File: config.mk
export PLATFORM = sky130hd
export DESIGN_NAME = rbsi_recip_pipe
export DESIGN_NICKNAME = d
export VERILOG_FILES = /design/src/hw/rtl/rbsi_pkg.sv /design/src/hw/rtl/rbsi_recip_pipe.sv
export SDC_FILE = /design/constraint.sdc
export NUM_CORES = 2
export LEC_CHECK = 0
export BUFFER_PORTS_ARGS = -buffer_cell sky130_fd_sc_hd__buf_2
export CORE_MARGIN = 10
export CORE_UTILIZATION = 55
export DETAILED_ROUTE_END_ITERATION = 6
export PLACE_DENSITY = 0.71
export REMOVE_ABC_BUFFERS = 1
export SYNTH_ARGS = -nofsm -noshare
export SYNTH_HDL_FRONTEND = slang
export SYNTH_SLANG_ARGS = --single-unit
File: constraint.sdc
create_clock -name clock -period 3.4 [get_ports clock]
set_clock_uncertainty 0.15 [all_clocks]
set_input_delay 0.34 -clock clock [delete_from_list [all_inputs] [get_ports clock]]
set_output_delay 0.34 -clock clock [all_outputs]
set_load 0.005 [all_outputs]
File: src/hw/rtl/rbsi_pkg.sv
//------------------------------------------------------------------------------
// Ray/box slab intersect - package
// Fixed constants and pipeline control type.
//------------------------------------------------------------------------------
package rbsi_pkg;

   localparam int NUM_AXES  = 3;
   localparam int IN_FIELDS = 12;

   typedef struct packed {
      logic advance;
   } pipe_ctl_type;

endpackage

File: src/hw/rtl/rbsi_recip_pipe.sv
//------------------------------------------------------------------------------
// Ray/box slab intersect - reciprocal pipeline
// Restoring division of 2^(QUOT_BITS-1) by a magnitude, one quotient bit per
// register stage.
//------------------------------------------------------------------------------
module rbsi_recip_pipe #(
   parameter int COORD_WIDTH = 32,
   parameter int QUOT_BITS   = 33
) (
   input  logic                       clock,
   input  rbsi_pkg::pipe_ctl_type     ctl,
   input  logic [COORD_WIDTH-1:0]     dm_in,
   output logic [QUOT_BITS-1:0]       q_out
);
   import rbsi_pkg::*;

   localparam int W = COORD_WIDTH;
   localparam int N = QUOT_BITS;

   logic [W-1:0] rem_ff [N];
   logic [W-1:0] rem_in [N];
   logic [W-1:0] dm_ff  [N];
   logic [W-1:0] dm_in_s [N];
   logic [N-1:0] q_ff   [N];
   logic [N-1:0] q_in   [N];

   for (genvar k = 0; k < N; k++) begin : g_step
      logic [W-1:0] prev_rem;
      logic [N-1:0] prev_q;
      logic [W:0]   r2;
      if (k == 0) begin : g_first
         // numerator is a single one bit at the top
         assign prev_rem   = '0;
         assign prev_q     = '0;
         assign dm_in_s[k] = dm_in;
         assign r2         = {prev_rem, 1'b1};
      end else begin : g_next
         assign prev_rem   = rem_ff[k-1];
         assign prev_q     = q_ff[k-1];
         assign dm_in_s[k] = dm_ff[k-1];
         assign r2         = {prev_rem, 1'b0};
      end

      always_comb begin
         if (r2 >= {1'b0, dm_in_s[k]}) begin
            rem_in[k] = W'(r2 - {1'b0, dm_in_s[k]});
            q_in[k]   = {prev_q[N-2:0], 1'b1};
         end else begin
            rem_in[k] = r2[W-1:0];
            q_in[k]   = {prev_q[N-2:0], 1'b0};
         end
      end

      always_ff @(posedge clock) begin
         if (ctl.advance) begin
            rem_ff[k] <= rem_in[k];
            q_ff[k]   <= q_in[k];
            dm_ff[k]  <= dm_in_s[k];
         end
      end
   end

   assign q_out = q_ff[N-1];

endmodule

-- After elaboration in Yosys (flattened, before gate mapping)
Memory sizes are Yosys's and may differ from the RTL's.
Cells that the tools add are included.
- register bits: 0
- bits in latches: 0
- bits in writable memories: 3201
- ROM bits: 0
- input port bits: 34
- output and inout bits: 33
- word-level logic and storage cells: 137
- memories: 3
- memories (memory ; words ; width ; read ports ; clocked after Yosys merged registers in ; write ports ; line ; RTL):
    q_ff ; 33 ; 33 ; 33 ; 0 ; 33 ; rbsi_recip_pipe.sv:24 ; logic [N-1:0] q_ff [N];
    dm_ff ; 33 ; 32 ; 32 ; 0 ; 33 ; rbsi_recip_pipe.sv:22 ; logic [W-1:0] dm_ff [N];
    rem_ff ; 33 ; 32 ; 32 ; 0 ; 33 ; rbsi_recip_pipe.sv:20 ; logic [W-1:0] rem_ff [N];
- $add $sub $neg: 33
- multiply operators: 0
- div/mod/pow operators: 0
- magnitude comparators: 33
- equality and inequality tests: 0
- shifts and indexed selects: 0
- mux-type cells: 68
- bitwise gates (word level): 0
- reduce and logical (&&, ||, !) cells: 0
- operators with widths (operator ; count):
    33-bit by 32-bit greater-or-equal comparator with 1-bit output ; 32
    32-bit 2-to-1 mux ; 33
    32-bit subtractor ; 32
    1-bit 2-to-1 mux ; 35
    1-bit by 32-bit greater-or-equal comparator with 1-bit output, first input constant ; 1
    1-bit by 32-bit subtractor with 32-bit output, first input constant ; 1

-- Longest topological paths before layout
An unclocked memory read counts as a cell.
- word-level depth: 3
- mapped depth: 16
- gate-level depth less buffers: 13

-- Worst setup path after synthesis
OpenSTA, ideal clock, no wires.
- path kind: reg-to-reg
- start point: memory rem_ff[0][640] (netlist name)
- end point: memory rem_ff[0][682] (netlist name) (data pin)
- setup time: 0.260 ns
- data arrival time: 3.176 ns
- data required time: 2.990 ns
- path slack: -0.187 ns
- stages on the path, launching flop included: 14
- buffers on the path: 2
- clock period less this slack: 3.587 ns
- cell sequence: edfxtp_1 ha_1 nor2b_1 o21ai_1 a21oi_1 o311ai_2 a21oi_1 o31a_1 o41ai_4 o41ai_1 a2111o_1 buf_2 buf_6 mux2_4
- RTL lines (item ; line):
    start: declaration ; rbsi_recip_pipe.sv:20

==> run metrics <==
average size of a mapped cell 11.66 um^2; commonest non-fill, non-tap cell in the layout edfxtp_1; Worst EP arrival 4.30 ns; DIE WIDTH 529.6 um; status complete, but fails checks; Hold EP dm_ff[0][0]$_DFFE_PP_; Period Utilization, post-route 112.2%; post-synthesis sequential area ratio 54.85%; global-route wire length before repair 581.6 mm; P&R area growth vs syn 28.48%; DR DRC count 0; min-delay src dm_in[0]; Final HPWL DP 267.8 mm; Worst R2R Path Depth 14; grt met1 use 31.69%; Clock transition at path regs 0.06 ns; CP peak stage delay 0.43 ns; cell area after synthesis 142800 um^2; worst min path class in2reg; H-tree depth 5; total number of vias 107113; Leak 77.85 nW; die area 280500 um^2; RR Startpoint dm_ff[0][707]$_DFFE_PP_; Post-synth EDFFs 2609; initial antenna violation count 9; flops & latches, synth 2609; Synth async-reset ratio 0%; Final nets 15912; 1st-pass router iterations 7; CP top delay family compound AO/OA/AOI/OAI gates; max-cap violations 0; layout cells sized above 1 28.84%; critical path class reg2reg; Worst Path Buf+Inv 2; RSZ-0062 raised after global routing yes; largest net degree at the start of global routing 106; Via density 5.806; gr usage total 25.65%; Final Hold Vio Count 0; global routing's busiest layer met2; number of routed nets with antenna violations 0; Final min period 3.816 ns; Crit Path Max Fanout 4; final slew viol count 0; synth warn 0; final setup fails 753; Worst Path Required 3.89 ns; PnR worst setup slack -0.4156 ns; Crit. End Element register; met2 usage 45.47%; Max-slew headroom 15.48%; Least-Margin Pin Slew 1.262 ns; CORE AREA 259000 um^2; commonest non-fill, non-tap cells in the layout edfxtp_1, buf_4, inv_1; top_reg_cell synth edfxtp_1; clock sinks 2609; total grt overflow 0; worst reg2reg endpoint rem_ff[0][762]$_DFFE_PP_; number of library cell types mapped by synthesis 101; Die Y 529.6 um; Final Wtd Congestion 0.9704; worst skew pair latency 0.92 ns; worst path cell trace inv_1 -> ha_4 -> buf_4 -> o21a_1 -> o31a_1 -> o41ai_4 -> nand2b_4 -> a211oi_4 -> o41a_1 -> a221o_1 -> a32o_2 -> a31oi_2 -> xor2_1 -> o21ai_1; Starting DRT DRC Count 8749; starting density of the core 55.15%; crit path max-delay cell type edfxtp_1; flop2flop setup slack -0.42 ns; Avg WL per Cell 20.77 um; dpl ws -0.7905 ns; IO buf count 66; CTS tree yes; clock root buffer clkbuf_16; cells after synthesis 12256; Critical Path Source Type register; met3 GRT Util 3.034%; vias in the first global route 106931; CTS Buf Count 290; clk buf depth 4; Post-Route WL 383.1 mm; Peak VDD IR 0.0005451 V; Final Util 70.86%; Core Rows 187; Hold Crit Depth 2; failing checks negative setup slack; Max Clock Freq 262.1 MHz; I/O Pins 67; PwrDens 1010 nW/um^2
[final cells by class]
cell class | count | area (um^2)
Antenna cell | 4 | 10.01
Clock buffer | 356 | 7717
Clock inverter | 155 | 1435
Fill cell | 17272 | 75480
Inverter | 1262 | 4757
Multi-Input combinational cell | 8110 | 65110
Sequential cell | 2609 | 78350
Tap cell | 3402 | 4257
Timing Repair Buffer | 2550 | 21890
[worst max-delay path by stage]
stage                                             from                        to  slack, ns  depth (start not counted)
after floorplan           rem_ff[0][352]$_SDFFCE_PN0P_  rem_ff[0][411]$_DFFE_PP_      -2.40                         12
after global placement    rem_ff[0][864]$_SDFFCE_PN0P_  rem_ff[0][898]$_DFFE_PP_      -0.64                         14
after detailed placement  rem_ff[0][864]$_SDFFCE_PN0P_  rem_ff[0][910]$_DFFE_PP_      -0.79                         14
after CTS                 rem_ff[0][352]$_SDFFCE_PN0P_  rem_ff[0][414]$_DFFE_PP_      -0.34                         14
after global routing           dm_ff[0][385]$_DFFE_PP_  rem_ff[0][421]$_DFFE_PP_      -0.49                         15
final                          dm_ff[0][707]$_DFFE_PP_  rem_ff[0][762]$_DFFE_PP_      -0.42                         14
[per-layer routing]
layer  wire length (um)  vias up
li1                   -    50218
met1             151200    52097
met2             191900     3613
met3              20500     1179
met4              19490        6
met5                 38        -
[through the flow]
step / setup TNS, ns / hold slack (ns) / std cells / power [mW] / area (um^2)
finish: -113.33 / 0.07429 / 18448 / 185.3 / 183500
global route: -214.60 / 0.03317 / 18445 / 195.4 / 183500
CTS: -113.07 / 0.01002 / 18220 / 176.9 / 178100
detailed placement: -308.11 / 0.2545 / 17420 / 135.3 / 162100
global placement: -255.25 / 0.2503 / 17420 / 132.7 / 162100
floorplan: -708.72 / 0.2503 / 11975 / 103.9 / 141600
[cell usage after synthesis (93+ instances only)]
master    instances  area share, %
nand3_1         198           0.69
ha_1           1024            9.0
xor2_1          323            2.0
inv_1          1262            3.3
xnor2_1         514            3.2
edfxtp_1       2609             55
mux2_2          447            3.5
nand2b_1        174           0.76
nor2b_1         159           0.70
clkbuf_1        184           0.48
o21a_1          144           0.76
o21ai_0         648            2.3
o21bai_1        108           0.57
a21o_1          500            2.6
nor2_1          724            1.9
nor3_1          126           0.44
a31oi_1          93           0.41
a21oi_1        1069            3.7
nand2_1         697            1.8
nand4_1         141           0.62
[report_power, final]
part / internal [mW] / switching, mW
Sequential: 47.7 / 6.24
Clock: 17.8 / 12.8
Combinational: 51.2 / 49.5
Total: 117 / 68.6
[repair_timing]
item | 4_1_cts | 5_1_grt
gates cloned | 50 | 16
endpoints found under the hold margin | 143 | 0
hold buffers | 60 | 0
buffers inserted | 193 | 248
setup endpoints to repair | 972 | 1008
resized for setup | 837 | 844
pin swaps | 306 | 397
[flip-flops by register name, indices dropped and copies added, names as in the netlist]
name	count
dm_ff	1024
rem_ff	1024
q_ff	561
[cell families (layout without fill, tap and decap cells)]
logic type	Yosys count	count (layout)	synth area share, %
buf+inv	1543	4323	4.175
mux	479	479	3.771
xor+xnor	837	837	5.132
compound gates	3164	3170	14.06
other cells	0	4	0
fa+ha+maj	1055	1055	9.404
simple gates	2569	2569	8.611
flops	2609	2609	54.85
(Power assumes the default switching activity.)
